--- src/hw/rtl/lfpd_pkg.sv ---
// Shared types, constants and the microcode program of the line follower PID drive.
package lfpd_pkg;

  // Field and state widths
  localparam int SENSOR_W   = 8;   // sensor bits on the input channel
  localparam int WSUM_W     = 7;   // signed sum of sensor positions
  localparam int CNT_W      = 4;   // number of set sensors, 0..8
  localparam int GAIN_W     = 16;
  localparam int TGT_W      = 11;
  localparam int SPD_W      = 7;
  localparam int ERR_W      = 12;
  localparam int DER_W      = ERR_W + 1;
  localparam int SUM_W      = 24;
  localparam int MUL_A_W    = GAIN_W + 1;
  localparam int MUL_B_W    = SUM_W;
  localparam int PROD_W     = MUL_A_W + MUL_B_W;
  localparam int ACC_W      = PROD_W + 2;
  localparam int DUTY_MAX   = 100;
  localparam int CFG_ADDR_W = 3;
  localparam int CFG_DATA_W = 16;
  localparam int STEP_W     = 4;

  // Configuration register indexes
  typedef enum logic [CFG_ADDR_W-1:0] {
    REG_PROP_GAIN    = 3'd0,
    REG_INTEG_GAIN   = 3'd1,
    REG_DERIV_GAIN   = 3'd2,
    REG_TARGET_POS   = 3'd3,
    REG_CRUISE_SPEED = 3'd4,
    REG_SEARCH_SPEED = 3'd5
  } lfpd_reg_e;

  // Datapath operations, one per control word
  typedef enum logic [3:0] {
    OP_LOAD,
    OP_NOP,
    OP_DIV,
    OP_ERR,
    OP_INTEG,
    OP_MUL_P,
    OP_MUL_I,
    OP_MUL_D,
    OP_ACC,
    OP_CORR,
    OP_OUT
  } lfpd_op_e;

  // Jump conditions: jump to the target when the condition holds, else advance
  typedef enum logic [2:0] {
    COND_NEXT,
    COND_ALWAYS,
    COND_NO_REQ,
    COND_SKIP,
    COND_DIV_BUSY,
    COND_OUT_BUSY
  } lfpd_cond_e;

  typedef struct packed {
    lfpd_op_e          op;
    lfpd_cond_e        cond;
    logic [STEP_W-1:0] target;
  } lfpd_uword_t;

  typedef struct packed {
    logic no_req;
    logic skip;
    logic div_busy;
    logic out_busy;
  } lfpd_status_t;

  // Program addresses
  localparam logic [STEP_W-1:0] STEP_LOAD  = 4'd0;
  localparam logic [STEP_W-1:0] STEP_CHECK = 4'd1;
  localparam logic [STEP_W-1:0] STEP_DIV   = 4'd2;
  localparam logic [STEP_W-1:0] STEP_ERR   = 4'd3;
  localparam logic [STEP_W-1:0] STEP_INTEG = 4'd4;
  localparam logic [STEP_W-1:0] STEP_MUL_P = 4'd5;
  localparam logic [STEP_W-1:0] STEP_MUL_I = 4'd6;
  localparam logic [STEP_W-1:0] STEP_MUL_D = 4'd7;
  localparam logic [STEP_W-1:0] STEP_ACC   = 4'd8;
  localparam logic [STEP_W-1:0] STEP_CORR  = 4'd9;
  localparam logic [STEP_W-1:0] STEP_OUT   = 4'd10;
  localparam logic [STEP_W-1:0] STEP_RET   = 4'd11;

  function automatic lfpd_uword_t lfpd_rom(input logic [STEP_W-1:0] step);
    lfpd_uword_t w;
    case (step)
      STEP_LOAD:  w = '{op: OP_LOAD,  cond: COND_NO_REQ,   target: STEP_LOAD};
      STEP_CHECK: w = '{op: OP_NOP,   cond: COND_SKIP,     target: STEP_OUT};
      STEP_DIV:   w = '{op: OP_DIV,   cond: COND_DIV_BUSY, target: STEP_DIV};
      STEP_ERR:   w = '{op: OP_ERR,   cond: COND_NEXT,     target: STEP_LOAD};
      STEP_INTEG: w = '{op: OP_INTEG, cond: COND_NEXT,     target: STEP_LOAD};
      STEP_MUL_P: w = '{op: OP_MUL_P, cond: COND_NEXT,     target: STEP_LOAD};
      STEP_MUL_I: w = '{op: OP_MUL_I, cond: COND_NEXT,     target: STEP_LOAD};
      STEP_MUL_D: w = '{op: OP_MUL_D, cond: COND_NEXT,     target: STEP_LOAD};
      STEP_ACC:   w = '{op: OP_ACC,   cond: COND_NEXT,     target: STEP_LOAD};
      STEP_CORR:  w = '{op: OP_CORR,  cond: COND_NEXT,     target: STEP_LOAD};
      STEP_OUT:   w = '{op: OP_OUT,   cond: COND_OUT_BUSY, target: STEP_OUT};
      STEP_RET:   w = '{op: OP_NOP,   cond: COND_ALWAYS,   target: STEP_LOAD};
      default:    w = '{op: OP_NOP,   cond: COND_ALWAYS,   target: STEP_LOAD};
    endcase
    return w;
  endfunction

endpackage

--- src/hw/rtl/line_follower_pid_drive.sv ---
// Top level of the line follower PID drive: datapath, configuration and channels.
//
// Usage: one request on the s_axis channel carries the eight sensor bits of a
// control tick. The block finds the centroid of the set sensors, runs one PID
// step against target_pos and returns one request on m_axis with the left and
// right duty and direction; m_axis_tuser_o flags a lost line (no sensor set),
// in which case the wheels spin in place at search_speed.
// Configuration is a plain write port (cfg_we_i, cfg_addr_i, cfg_wdata_i),
// written only while the block is idle. The user, not the block, keeps to this.
// Sequence: a tracking tick runs from acceptance through the restoring
// divider, which produces one quotient bit a cycle, the error step, the
// integral and derivative step and one shared 17x24 multiplier used for the
// three PID terms in turn, then the correction and output steps. A lost line
// or a centered line skips the divide and the PID step.
// Reset: gains, target and speeds return to their reset values, the PID
// state clears and no result is pending.
// Stall: a finished result waits in the output register; the sequencer holds
// at its output step while a previous result is still not taken, and new
// sensor requests are accepted once the sequencer returns to its load step.
module line_follower_pid_drive
  import lfpd_pkg::*;
#(
  parameter int SENSOR_COUNT = 8,
  parameter int FRAC_BITS    = 8
) (
  input  logic                  clk_i,
  input  logic                  rst_ni,
  // configuration write port
  input  logic                  cfg_we_i,
  input  logic [CFG_ADDR_W-1:0] cfg_addr_i,
  input  logic [CFG_DATA_W-1:0] cfg_wdata_i,
  // sensor requests
  input  logic                  s_axis_tvalid_i,
  output logic                  s_axis_tready_o,
  input  logic [7:0]            s_axis_tdata_i,   // [7:0] sensor_bits
  // drive results
  output logic                  m_axis_tvalid_o,
  input  logic                  m_axis_tready_i,
  output logic [15:0]           m_axis_tdata_o,   // [6:0] left_duty, [7] left_reverse,
                                                  // [14:8] right_duty, [15] right_reverse
  output logic                  m_axis_tuser_o    // [0] line_lost
);

  // numerator magnitude: |position sum| shifted up by the fraction bits
  localparam int MAG_W     = WSUM_W - 1 + FRAC_BITS;
  localparam int DIV_CNT_W = $clog2(MAG_W);
  localparam int CENT_W    = MAG_W + 2;
  localparam int SHIFT     = 8 + FRAC_BITS;
  localparam logic [DIV_CNT_W-1:0] DIV_LAST = DIV_CNT_W'(MAG_W - 1);

  function automatic int sensor_pos(input int i);
    int half;
    half = SENSOR_COUNT / 2;
    return (i < half) ? (i - (half - 1)) : (i - half);
  endfunction

  function automatic logic [SPD_W-1:0] clamp_duty(input logic signed [ACC_W:0] v);
    logic [SPD_W-1:0] r;
    if (v < 0) begin
      r = '0;
    end else if (v > DUTY_MAX) begin
      r = SPD_W'(DUTY_MAX);
    end else begin
      r = v[SPD_W-1:0];
    end
    return r;
  endfunction

  // Configuration registers
  logic [GAIN_W-1:0]       prop_gain_q, integ_gain_q, deriv_gain_q;
  logic signed [TGT_W-1:0] target_pos_q;
  logic [SPD_W-1:0]        cruise_speed_q, search_speed_q;

  // PID state
  logic signed [ERR_W-1:0] last_error_q;
  logic signed [SUM_W-1:0] error_sum_q, error_sum_d;

  // Working registers
  logic                    neg_q, lost_q, zero_q;
  logic [CNT_W-1:0]        den_q;
  logic [MAG_W-1:0]        div_num_q;
  logic [CNT_W-1:0]        div_rem_q;
  logic [DIV_CNT_W-1:0]    div_cnt_q;
  logic signed [ERR_W-1:0] err_q, err_d;
  logic signed [DER_W-1:0] der_q, der_d;
  logic signed [PROD_W-1:0] prod_q, prod_d;
  logic signed [ACC_W-1:0] acc_q, corr_q, corr_d;

  // Output register
  logic                    out_valid_q;
  logic [SPD_W-1:0]        left_duty_q, right_duty_q;
  logic                    left_rev_q, right_rev_q, lost_out_q;

  lfpd_op_e     op;
  lfpd_status_t status;
  logic         in_accept, out_busy, out_load;

  assign s_axis_tready_o = (op == OP_LOAD);
  assign in_accept       = s_axis_tvalid_i && s_axis_tready_o;
  assign out_busy        = out_valid_q && !m_axis_tready_i;
  assign out_load        = (op == OP_OUT) && !out_busy;

  assign status.no_req   = !s_axis_tvalid_i;
  assign status.skip     = lost_q || zero_q;
  assign status.div_busy = (div_cnt_q != DIV_LAST);
  assign status.out_busy = out_busy;

  lfpd_seq u_seq (
    .clk_i    (clk_i),
    .rst_ni   (rst_ni),
    .status_i (status),
    .op_o     (op)
  );

  // Position sum and count of the set sensors
  logic signed [WSUM_W-1:0] wsum;
  logic [CNT_W-1:0]         cnt;
  logic [WSUM_W-1:0]        wmag;

  always_comb begin
    wsum = '0;
    cnt  = '0;
    for (int i = 0; i < SENSOR_W; i++) begin
      if (i < SENSOR_COUNT && s_axis_tdata_i[i]) begin
        wsum = wsum + WSUM_W'(sensor_pos(i));
        cnt  = cnt + 1'b1;
      end
    end
    wmag = wsum[WSUM_W-1] ? WSUM_W'(-wsum) : WSUM_W'(wsum);
  end

  // Restoring divide step: one quotient bit a cycle
  logic [CNT_W:0] div_shift, div_sub;
  logic           div_ge;

  always_comb begin
    div_shift = {div_rem_q, div_num_q[MAG_W-1]};
    div_ge    = (div_shift >= {1'b0, den_q});
    div_sub   = div_shift - {1'b0, den_q};
  end

  // Error against target, saturated to the error width
  logic signed [CENT_W-1:0] cent, diff;

  always_comb begin
    cent = neg_q ? -$signed({2'b00, div_num_q}) : $signed({2'b00, div_num_q});
    diff = cent - CENT_W'(target_pos_q);
    if (diff > (2 ** (ERR_W - 1)) - 1) begin
      err_d = ERR_W'((2 ** (ERR_W - 1)) - 1);
    end else if (diff < -(2 ** (ERR_W - 1))) begin
      err_d = ERR_W'(-(2 ** (ERR_W - 1)));
    end else begin
      err_d = diff[ERR_W-1:0];
    end
  end

  // Integral with saturation, derivative
  logic signed [SUM_W:0] sum_full;

  always_comb begin
    sum_full = (SUM_W+1)'(error_sum_q) + (SUM_W+1)'(err_q);
    if (sum_full > (2 ** (SUM_W - 1)) - 1) begin
      error_sum_d = SUM_W'((2 ** (SUM_W - 1)) - 1);
    end else if (sum_full < -(2 ** (SUM_W - 1))) begin
      error_sum_d = SUM_W'(-(2 ** (SUM_W - 1)));
    end else begin
      error_sum_d = sum_full[SUM_W-1:0];
    end
    der_d = DER_W'(err_q) - DER_W'(last_error_q);
  end

  // Shared multiplier: gain times error, integral or derivative
  logic signed [MUL_A_W-1:0] mul_a;
  logic signed [MUL_B_W-1:0] mul_b;

  always_comb begin
    case (op)
      OP_MUL_P: begin
        mul_a = $signed({1'b0, prop_gain_q});
        mul_b = MUL_B_W'(err_q);
      end
      OP_MUL_I: begin
        mul_a = $signed({1'b0, integ_gain_q});
        mul_b = error_sum_q;
      end
      OP_MUL_D: begin
        mul_a = $signed({1'b0, deriv_gain_q});
        mul_b = MUL_B_W'(der_q);
      end
      default: begin
        mul_a = '0;
        mul_b = '0;
      end
    endcase
    prod_d = mul_a * mul_b;
  end

  // Shift down toward zero: bias negative sums before the arithmetic shift
  logic signed [ACC_W-1:0] corr_bias;

  always_comb begin
    corr_bias = acc_q[ACC_W-1] ? ACC_W'((2 ** SHIFT) - 1) : '0;
    corr_d    = (acc_q + corr_bias) >>> SHIFT;
  end

  // Duties
  logic signed [ACC_W:0] left_sum, right_sum;
  logic [SPD_W-1:0]      search_duty;

  always_comb begin
    left_sum    = (ACC_W+1)'(corr_q) + $signed({{(ACC_W+1-SPD_W){1'b0}}, cruise_speed_q});
    right_sum   = $signed({{(ACC_W+1-SPD_W){1'b0}}, cruise_speed_q}) - (ACC_W+1)'(corr_q);
    search_duty = (search_speed_q > SPD_W'(DUTY_MAX)) ? SPD_W'(DUTY_MAX) : search_speed_q;
  end

  // Configuration and PID state
  always_ff @(posedge clk_i or negedge rst_ni) begin
    if (!rst_ni) begin
      prop_gain_q    <= GAIN_W'(6400);
      integ_gain_q   <= '0;
      deriv_gain_q   <= GAIN_W'(3840);
      target_pos_q   <= '0;
      cruise_speed_q <= SPD_W'(70);
      search_speed_q <= SPD_W'(30);
      last_error_q   <= '0;
      error_sum_q    <= '0;
    end else begin
      if (cfg_we_i) begin
        case (lfpd_reg_e'(cfg_addr_i))
          REG_PROP_GAIN:    prop_gain_q    <= cfg_wdata_i[GAIN_W-1:0];
          REG_INTEG_GAIN:   integ_gain_q   <= cfg_wdata_i[GAIN_W-1:0];
          REG_DERIV_GAIN:   deriv_gain_q   <= cfg_wdata_i[GAIN_W-1:0];
          REG_TARGET_POS:   target_pos_q   <= $signed(cfg_wdata_i[TGT_W-1:0]);
          REG_CRUISE_SPEED: cruise_speed_q <= cfg_wdata_i[SPD_W-1:0];
          REG_SEARCH_SPEED: search_speed_q <= cfg_wdata_i[SPD_W-1:0];
          default: ;
        endcase
      end
      // commit the PID state once per tracked tick
      if (op == OP_INTEG) begin
        error_sum_q  <= error_sum_d;
        last_error_q <= err_q;
      end
    end
  end

  // Output valid
  always_ff @(posedge clk_i or negedge rst_ni) begin
    if (!rst_ni) begin
      out_valid_q <= 1'b0;
    end else if (out_load) begin
      out_valid_q <= 1'b1;
    end else if (m_axis_tready_i) begin
      out_valid_q <= 1'b0;
    end
  end

  // Datapath registers
  always_ff @(posedge clk_i) begin
    case (op)
      OP_LOAD: begin
        if (in_accept) begin
          neg_q     <= wsum[WSUM_W-1];
          lost_q    <= (cnt == '0);
          zero_q    <= (wsum == '0);
          den_q     <= cnt;
          div_num_q <= {wmag[WSUM_W-2:0], {FRAC_BITS{1'b0}}};
          div_rem_q <= '0;
          div_cnt_q <= '0;
          corr_q    <= '0;
        end
      end
      OP_DIV: begin
        div_rem_q <= div_ge ? div_sub[CNT_W-1:0] : div_shift[CNT_W-1:0];
        div_num_q <= {div_num_q[MAG_W-2:0], div_ge};
        div_cnt_q <= div_cnt_q + 1'b1;
      end
      OP_ERR:   err_q <= err_d;
      OP_INTEG: der_q <= der_d;
      OP_MUL_P: prod_q <= prod_d;
      OP_MUL_I: begin
        acc_q  <= ACC_W'(prod_q);
        prod_q <= prod_d;
      end
      OP_MUL_D: begin
        acc_q  <= acc_q + ACC_W'(prod_q);
        prod_q <= prod_d;
      end
      OP_ACC:  acc_q  <= acc_q + ACC_W'(prod_q);
      OP_CORR: corr_q <= corr_d;
      default: ;
    endcase
  end

  // Result register: hold until taken
  always_ff @(posedge clk_i) begin
    if (out_load) begin
      if (lost_q) begin
        left_duty_q  <= search_duty;
        right_duty_q <= search_duty;
        left_rev_q   <= 1'b0;
        right_rev_q  <= 1'b1;
        lost_out_q   <= 1'b1;
      end else begin
        left_duty_q  <= clamp_duty(left_sum);
        right_duty_q <= clamp_duty(right_sum);
        left_rev_q   <= 1'b0;
        right_rev_q  <= 1'b0;
        lost_out_q   <= 1'b0;
      end
    end
  end

  assign m_axis_tvalid_o = out_valid_q;
  assign m_axis_tdata_o  = {right_rev_q, right_duty_q, left_rev_q, left_duty_q};
  assign m_axis_tuser_o  = lost_out_q;

`ifndef SYNTHESIS
  a_lost_spin: assert property (@(posedge clk_i) disable iff (!rst_ni)
    m_axis_tvalid_o && m_axis_tuser_o |->
      !m_axis_tdata_o[7] && m_axis_tdata_o[15] &&
      (m_axis_tdata_o[6:0] == m_axis_tdata_o[14:8]))
    else $error("lost line result is not a spin in place");

  a_track_forward: assert property (@(posedge clk_i) disable iff (!rst_ni)
    m_axis_tvalid_o && !m_axis_tuser_o |-> !m_axis_tdata_o[7] && !m_axis_tdata_o[15])
    else $error("tracking result drives a wheel backward");

  a_duty_range: assert property (@(posedge clk_i) disable iff (!rst_ni)
    m_axis_tvalid_o |-> (m_axis_tdata_o[6:0] <= 7'd100) && (m_axis_tdata_o[14:8] <= 7'd100))
    else $error("duty above full scale");

  a_one_at_a_time: assert property (@(posedge clk_i) disable iff (!rst_ni)
    s_axis_tvalid_i && s_axis_tready_o |=> !s_axis_tready_o)
    else $error("sequencer did not leave the load step after a request");
`endif

endmodule

--- src/hw/rtl/lfpd_seq.sv ---
// Microcode sequencer: step counter, control store and conditional jumps.
module lfpd_seq
  import lfpd_pkg::*;
(
  input  logic         clk_i,
  input  logic         rst_ni,
  input  lfpd_status_t status_i,
  output lfpd_op_e     op_o
);

  logic [STEP_W-1:0] step_q, step_d;
  lfpd_uword_t       uword;
  logic              take;

  assign uword = lfpd_rom(step_q);
  assign op_o  = uword.op;

  always_comb begin
    case (uword.cond)
      COND_NEXT:     take = 1'b0;
      COND_ALWAYS:   take = 1'b1;
      COND_NO_REQ:   take = status_i.no_req;
      COND_SKIP:     take = status_i.skip;
      COND_DIV_BUSY: take = status_i.div_busy;
      COND_OUT_BUSY: take = status_i.out_busy;
      default:       take = 1'b0;
    endcase
    step_d = take ? uword.target : step_q + 1'b1;
  end

  always_ff @(posedge clk_i or negedge rst_ni) begin
    if (!rst_ni) begin
      step_q <= STEP_LOAD;
    end else begin
      step_q <= step_d;
    end
  end

endmodule
--- config.mk ---
export PLATFORM = sky130hd
export DESIGN_NAME = line_follower_pid_drive
export DESIGN_NICKNAME = d
export VERILOG_FILES = /design/src/hw/rtl/lfpd_pkg.sv /design/src/hw/rtl/line_follower_pid_drive.sv /design/src/hw/rtl/lfpd_seq.sv
export SDC_FILE = /design/constraint.sdc
export NUM_CORES = 2
export LEC_CHECK = 0
export ABC_CLOCK_PERIOD_IN_PS = 7700
export BUFFER_PORTS_ARGS = -buffer_cell sky130_fd_sc_hd__buf_2
export CAP_MARGIN = 20
export CORE_MARGIN = 3
export CORE_UTILIZATION = 35
export CTS_CLUSTER_SIZE = 8
export DETAILED_ROUTE_END_ITERATION = 10
export HOLD_SLACK_MARGIN = 0.1
export SYNTH_ARGS = -nofsm -noshare
export SYNTH_HDL_FRONTEND = slang
export SYNTH_HIERARCHICAL = 1
export SYNTH_SLANG_ARGS = --single-unit
--- constraint.sdc ---
create_clock -name clk_i -period 7.7 [get_ports clk_i]
set_input_delay 0.385 -clock clk_i [delete_from_list [all_inputs] [get_ports clk_i]]
set_output_delay 0.385 -clock clk_i [all_outputs]
set_load 0.02 [all_outputs]
== Word level (Yosys, flattened, before mapping) ==
Memories as Yosys holds them, arrays and structs flattened.
Cells that the tools add are included.

* Memories: 1
* Bits in registers: 310
* ROM bits: 144
* Bits of input ports: 32
* Logic and storage cells: 151
* Output and inout bits: 19

* Muxes and demuxes: 43
* Reductions and logical operators: 26
* Order comparisons: 10
* Multiply operators: 1
* Equal/unequal tests: 21
* Add/sub/neg operators: 24

{| class="wikitable"
|+ Memory list
! name !! depth !! bits a word !! rd ports !! clocked after memory_dff !! write ports !! RTL line !! source
|-
| (name not given) || 16 || 9 || 1 || 0 || 0 || lfpd_pkg.sv:87 || <nowiki>case (step)</nowiki>
|}

{| class="wikitable"
|+ Operators with widths
! kind !! count
|-
| 43-bit one-hot mux with 2 select lines || 2
|-
| 7-bit 2-to-1 mux || 13
|-
| 44-bit by 8-bit > comparator with 1-bit output (second input constant) || 2
|-
| 44-bit by 1-bit less-than comparator with 1-bit output (second input constant) || 2
|-
| 24-bit one-hot mux with 3 select lines || 1
|-
| 24-bit 2-to-1 mux || 2
|-
| 16-bit one-hot mux with 3 select lines || 1
|-
| 43-bit by 8-bit adder with 44-bit output || 1
|-
| 8-bit by 43-bit subtractor with 44-bit output || 1
|-
| 43-bit by 17-bit adder with 43-bit output || 1
|-
| 43-bit by 41-bit adder with 43-bit output || 1
|-
| 43-bit 2-to-1 mux || 1
|-
| 17-bit by 24-bit multiplier with 41-bit output || 1
|-
| 4-bit 2-to-1 mux || 9
|-
| 4-bit by 1-bit adder with 4-bit output (second input constant) || 8
|-
| 16-bit 2-to-1 mux || 2
|-
| 14-bit one-hot mux with 2 select lines || 1
|-
| 24-bit by 12-bit adder with 25-bit output || 1
|-
| 25-bit by 24-bit > comparator with 1-bit output (second input constant) || 1
|-
| 25-bit by 24-bit less-than comparator with 1-bit output (second input constant) || 1
|-
| 2-bit AND reduction || 9
|-
| 4-bit by 3-bit equality test with 1-bit output (second input constant) || 4
|-
| 16-bit by 12-bit > comparator with 1-bit output (second input constant) || 1
|-
| 16-bit by 12-bit less-than comparator with 1-bit output (second input constant) || 1
|-
| 34 further kinds || 58
|}

== Logic depth before layout (Yosys ltp) ==
* Depth in word-level cells: 16
* Depth in mapped cells: 35
* Mapped depth without buffers: 32

== Cells and area by module ==
The synthesis kept the hierarchy.

{| class="wikitable"
|+ By module, submodules not included
! module !! sequential area each (um2) !! cells an instance !! area an instance (um2) !! times used
|-
| line_follower_pid_drive || 8175.3 || 3643 || 33492.1 || 1
|-
| lfpd_seq || 100.1 || 43 || 360.3 || 1
|}

== Worst setup path after synthesis ==
No wires, ideal clock.

* Kind: flip-flop to flip-flop
* Start point: register u_seq.step_q[1]
* End point: register prod_q[40], data pin
* Data required time: 7.440 ns
* Path buffers: 2
* Cell stages (with the launch flop): 27
* Slack: -0.345 ns
* Data arrival time: 7.785 ns
* Period minus slack after synthesis: 8.045 ns
* Library setup time: 0.260 ns
* Cells stage by stage: dfrtp_1 > ha_1 > nand2_1 > o22ai_1 > clkbuf_1 > mux2_2 > a22oi_1 > nor2_1 > clkbuf_1 > nand2_1 > fa_1 > inv_1 > fa_1 > fa_1 > fa_1 > fa_1 > inv_1 > fa_1 > inv_1 > ha_1 > nand3_1 > or2_2 > o32ai_1 > nand4_1 > nand3b_1 > a21oi_1 > xnor2_1

* Longest elaborated chain between the ends: 4
* Elaborated cells between the ends (all ways): 7
* Classes of those cells: 1 x mul; 3 x eq/ne; 2 x mux; 1 x memory

{| class="wikitable"
|+ RTL lines
! item !! RTL line !! source
|-
| start: declaration || lfpd_seq.sv:11 || <nowiki>logic [STEP_W-1:0] step_q, step_d;</nowiki>
|-
| start signal: assignment || lfpd_seq.sv:35 || <nowiki>step_q <= step_d;</nowiki>
|-
| memory read 16 x 9 bit (*) || -- ||
|-
| net op[1] || line_follower_pid_drive.sv:94 || <nowiki>lfpd_op_e op;</nowiki>
|-
| 4-bit by 3-bit equality test with 1-bit output || line_follower_pid_drive.sv:177 || <nowiki>case (op)</nowiki>
|-
| 16-bit one-hot mux with 3 select lines or 24-bit one-hot mux with 3 select lines (tied branches) || line_follower_pid_drive.sv:177 ||
|-
| 17-bit by 24-bit multiplier with 41-bit output (*) || line_follower_pid_drive.sv:195 || <nowiki>prod_d = mul_a * mul_b;</nowiki>
|-
| net prod_d[40] || line_follower_pid_drive.sv:86 || <nowiki>logic signed [PROD_W-1:0] prod_q, prod_d;</nowiki>
|-
| end signal: assignment || line_follower_pid_drive.sv:280 || <nowiki>OP_MUL_P: prod_q <= prod_d;</nowiki>
|-
| end signal: assignment || line_follower_pid_drive.sv:283 || <nowiki>prod_q <= prod_d;</nowiki>
|-
| end signal: assignment || line_follower_pid_drive.sv:287 || <nowiki>prod_q <= prod_d;</nowiki>
|-
| end: declaration || line_follower_pid_drive.sv:86 ||
|}

The timed path passes the listed nets; every way through them passes the cells marked *.
A chain may end at the register's enable or synchronous reset.

== Worst setup path in the final report ==
* Start point: register u_seq.step_q[0]
* End point: register prod_q[39], data pin

The elaborated chain is that of the path after synthesis.

==> results.py <==
metrics = {
    "sta": {
        "finalSetupViolations": 0,
        "worst_pin_slew_ps": 996,
        "max_freq_ghz": 0.130,
        "fin_crit_sh_pct": 99.8,
        "whs_ps": 113,
        "rsz0062_at_grt": "true",
        "fin_skew_ps": 32.4,
        "slew_headroom_pct": 33.6,
        "finalHoldViolations": 0,
        "maxSlewViolCount": 0,
        "layout_min_cycle_time_ps": 7690,
    },
    "detailed_routing": {
        "dr_wl_met2_um": 41400,
        "antenna_left": 0,
        "drc": 0,
        "drtIter0Drc": 1913,
        "via_per_inst": 5.09,
        "vias": 27000,
        "wl_met3_um": 5160,
        "wl_met1_um": 41400,
        "wl_um": 91000,
        "maxUsedRoutingLayer": "met4",
        "drtPass1Iterations": 5,
        "post_drt_wl_per_cell_um": 17.2,
    },
    "cts": {
        "cts_root_buffer": "clkbuf_16",
        "clock_latency_ps": 580,
        "cts_max_level": 2,
        "cts_sinks": 294,
        "numCtsBuffers": 44,
        "clkSlewWorstSetupHoldPaths_ps": 50,
        "cts.path.max_buffers": 3,
        "cts_tree": "yes",
    },
    "logic_synthesis": {
        "ys_top_cells_by_area": "fa_1, edfxtp_1, ha_1",
        "synth_nets": 4347,
        "synth_commonest_cells": "inv_1, nand2_1, fa_1",
        "synth_top_flop_cell": "edfxtp_1",
        "synth_top_family_by_area": "adder cells",
        "ys_ff_latch": 294,
        "synth-compound-area-share_pct": 12.3,
        "yosys.area_share.simple_pct": 14.6,
        "netlist-cell-type-count": 94,
        "async_flop_share_pct": 38.8,
        "synth_mux_area_share_pct": 3.83,
        "avgSynthCellArea_um2": 9.18,
        "synth_edf_count": 180,
        "synthCells": 3686,
        "synth_area_um2": 33900,
        "synth_top_area_share_pct": 22.7,
        "synth_most_common_cell": "inv_1",
        "synth-xor-area-share_pct": 5.20,
        "synth.yosys.seq_area_share_pct": 24.4,
        "synth_fa_ha_area_share_pct": 32.0,
        "synth_top_cell_by_area": "fa_1",
        "yosys_warnings": 6,
    },
    "floorplan": {
        "dieHeight_um": 317,
        "rows": 113,
        "die_w_um": 317,
        "start_util_pct": 35.5,
        "die_area_um2": 100000,
        "core-area_um2": 95400,
        "pin_count": 51,
    },
    "worst_setup_path": {
        "critPathTopFamily": "adder cells",
        "worst-path-buf-inv": 8,
        "cp_slowest_stage_delay_ps": 570,
        "path_class": "flop to flop",
        "cp.arrival_ps": 7990,
        "critPathMaxFanout": 5,
        "slowest_stage": "fa_1",
        "end_kind": "flop",
        "cp-start-kind": "flop",
        "required_ps": 8000,
    },
    "placed_design": {
        "gp_congestion": 0.918,
        "post_dp_cell_area_um2": 37800,
        "port_buffers": 49,
        "dp_hpwl_um": 72600,
    },
    "global_routing": {
        "grt_pass1_vias": 27200,
        "antenna_found_initial": 0,
        "grt_max_degree": 75,
        "grt.overflow.total": 0,
        "grt_pass1_wl_um": 146000,
        "grtUsageTotal_pct": 18.2,
    },
    "cells_and_area": {
        "seqCellArea_um2": 8280,
        "areaGrowthSynthToFinish_pct": 20.2,
        "nFillCells": 9261,
        "nNetsFinal": 4664,
        "fin_area_um2": 40700,
        "n_antenna_cell": 0,
        "drive_gt1_share_pct": 19.4,
        "multi_input_area_um2": 24000,
    },
    "pwr": {
        "p_per_area_nw_per_um2": 270,
        "ir_worst_vdd_mv": 0.195,
        "comb_power_share_pct": 56.9,
        "p_int_mw": 6.15,
        "power_frac_clock_pct": 16.6,
        "power_switching_mw": 4.81,
        "seqPwrFrac_pct": 26.4,
        "switching_share_pct": 43.9,
        "leakage_nw": 18.5,
    },
    "outcome": {
        "status": "finished, final reports clean",
    },
    "worst_hold_path": {
        "hp-class": "primary input to flop",
    },
    "flow_run": {
        "cap_viol_max_count": 0,
    },
}
-- state kept, by name, summed over array words and instances, names as in the netlist, 7 cells and up --
name            count
search_speed_q      7
err_q              12
cruise_speed_q      7
acc_q              43
right_duty_q        7
target_pos_q       11
prod_q             41
der_q              13
div_num_q          14
prop_gain_q        16
deriv_gain_q       16
corr_q             27
left_duty_q         7
error_sum_q        24
integ_gain_q       16
last_error_q       12
-- power by group through the flow --
stage	sequential (mW)	combinational (mW)	clock (mW)
final	2.90	6.24	1.82
after global routing	2.96	6.91	1.95
after CTS	2.89	5.91	1.87
after detailed placement	2.90	5.78	0
after global placement	2.90	5.71	0
after floorplan	2.71	4.23	0
-- worst paths after layout --
kind | from | endpoint | slack [ps] | cells past startpoint
min in group asynchronous | rst_ni | deriv_gain_q[0] | 340 | 2
max in group asynchronous | rst_ni | error_sum_q[23] | 5950 | 3
worst max register to register | u_seq/step_q[0] | prod_q[39] | 10 | 32
worst min register to register | last_error_q[0] | last_error_q[0] | 490 | 2
worst min-delay path | cfg_wdata_i[15] | deriv_gain_q[15] | 110 | 2
worst max-delay path | u_seq/step_q[0] | prod_q[39] | 10 | 32
-- per-layer routing --
layer	vias to the layer above	track usage, %
met5	-	0
met3	171	2.46
met1	13300	25.2
met2	681	29.5
met4	0	5.78
li1	12900	-
-- stage by stage --
step | power, mW | std cells | util (%) | setup slack (ps) | setup TNS [ps]
6_report | 11.0 | 5301 | 42.6 | 11.7 | 0
3_5_place_dp | 8.68 | 5170 | 39.6 | -389 | -2380
3_3_place_gp | 8.61 | 5169 | 39.6 | -240 | -966
2_1_floorplan | 6.94 | 3686 | - | 0.463 | 0
4_1_cts | 10.7 | 5260 | 41.3 | 2.62 | 0
5_1_grt | 11.8 | 5301 | 42.6 | -280 | -1520
-- logic make-up (layout without fill, tap and decap cells) --
logic type | count (synthesis) | in the layout
flops | 294 | 294
fa+ha+maj | 636 | 636
buf+inv | 678 | 1027
simple gates | 1108 | 1109
other cells | 1 | 1
compound gates | 652 | 652
mux | 116 | 116
xor+xnor | 201 | 201
-- final cells by class --
class                   instances  area share [%]
flip-flops and latches        294            20.3
repair buffers                405            8.62
well taps                    1265            3.89
inverters                     543            5.01
multi-input cells            2715            58.9
clock buffers                  75            3.09
clock inverters                 4           0.141
-- placed cells by master (no fill, tap or decap), types with 16 or more instances in the layout --
| cell | instances |
|---|---|
| inv_1 | 523 |
| nand2_1 | 441 |
| fa_1 | 368 |
| nor2_1 | 307 |
| buf_4 | 284 |
| ha_1 | 228 |
| edfxtp_1 | 180 |
| a21oi_1 | 170 |
| o21ai_0 | 127 |
| xnor2_1 | 124 |
| mux2_2 | 100 |
| dfrtp_1 | 99 |
| xor2_1 | 75 |
| a21o_1 | 72 |
| nor3_1 | 53 |
| clkbuf_16 | 51 |
| nand3_1 | 50 |
| buf_2 | 48 |
| buf_6 | 33 |
| and3_1 | 32 |
| nand2b_1 | 31 |
| nor2b_1 | 30 |
| clkbuf_1 | 28 |
| nand2_2 | 25 |
| a31oi_1 | 24 |
| o21ai_1 | 24 |
| o21a_1 | 24 |
| a21oi_2 | 24 |
| buf_12 | 23 |
| nand4_1 | 21 |
| inv_2 | 19 |
| o21bai_1 | 18 |
| fa_2 | 16 |
-- what timing repair did --
action	CTS	global route
resized for setup	45	196
setup endpoints to repair	14	19
gates cloned	0	8
pin swaps	15	103
setup buffers	6	33
hold buffers	5	0
hold endpoints to repair	41	0
(Power assumes the default switching activity.)
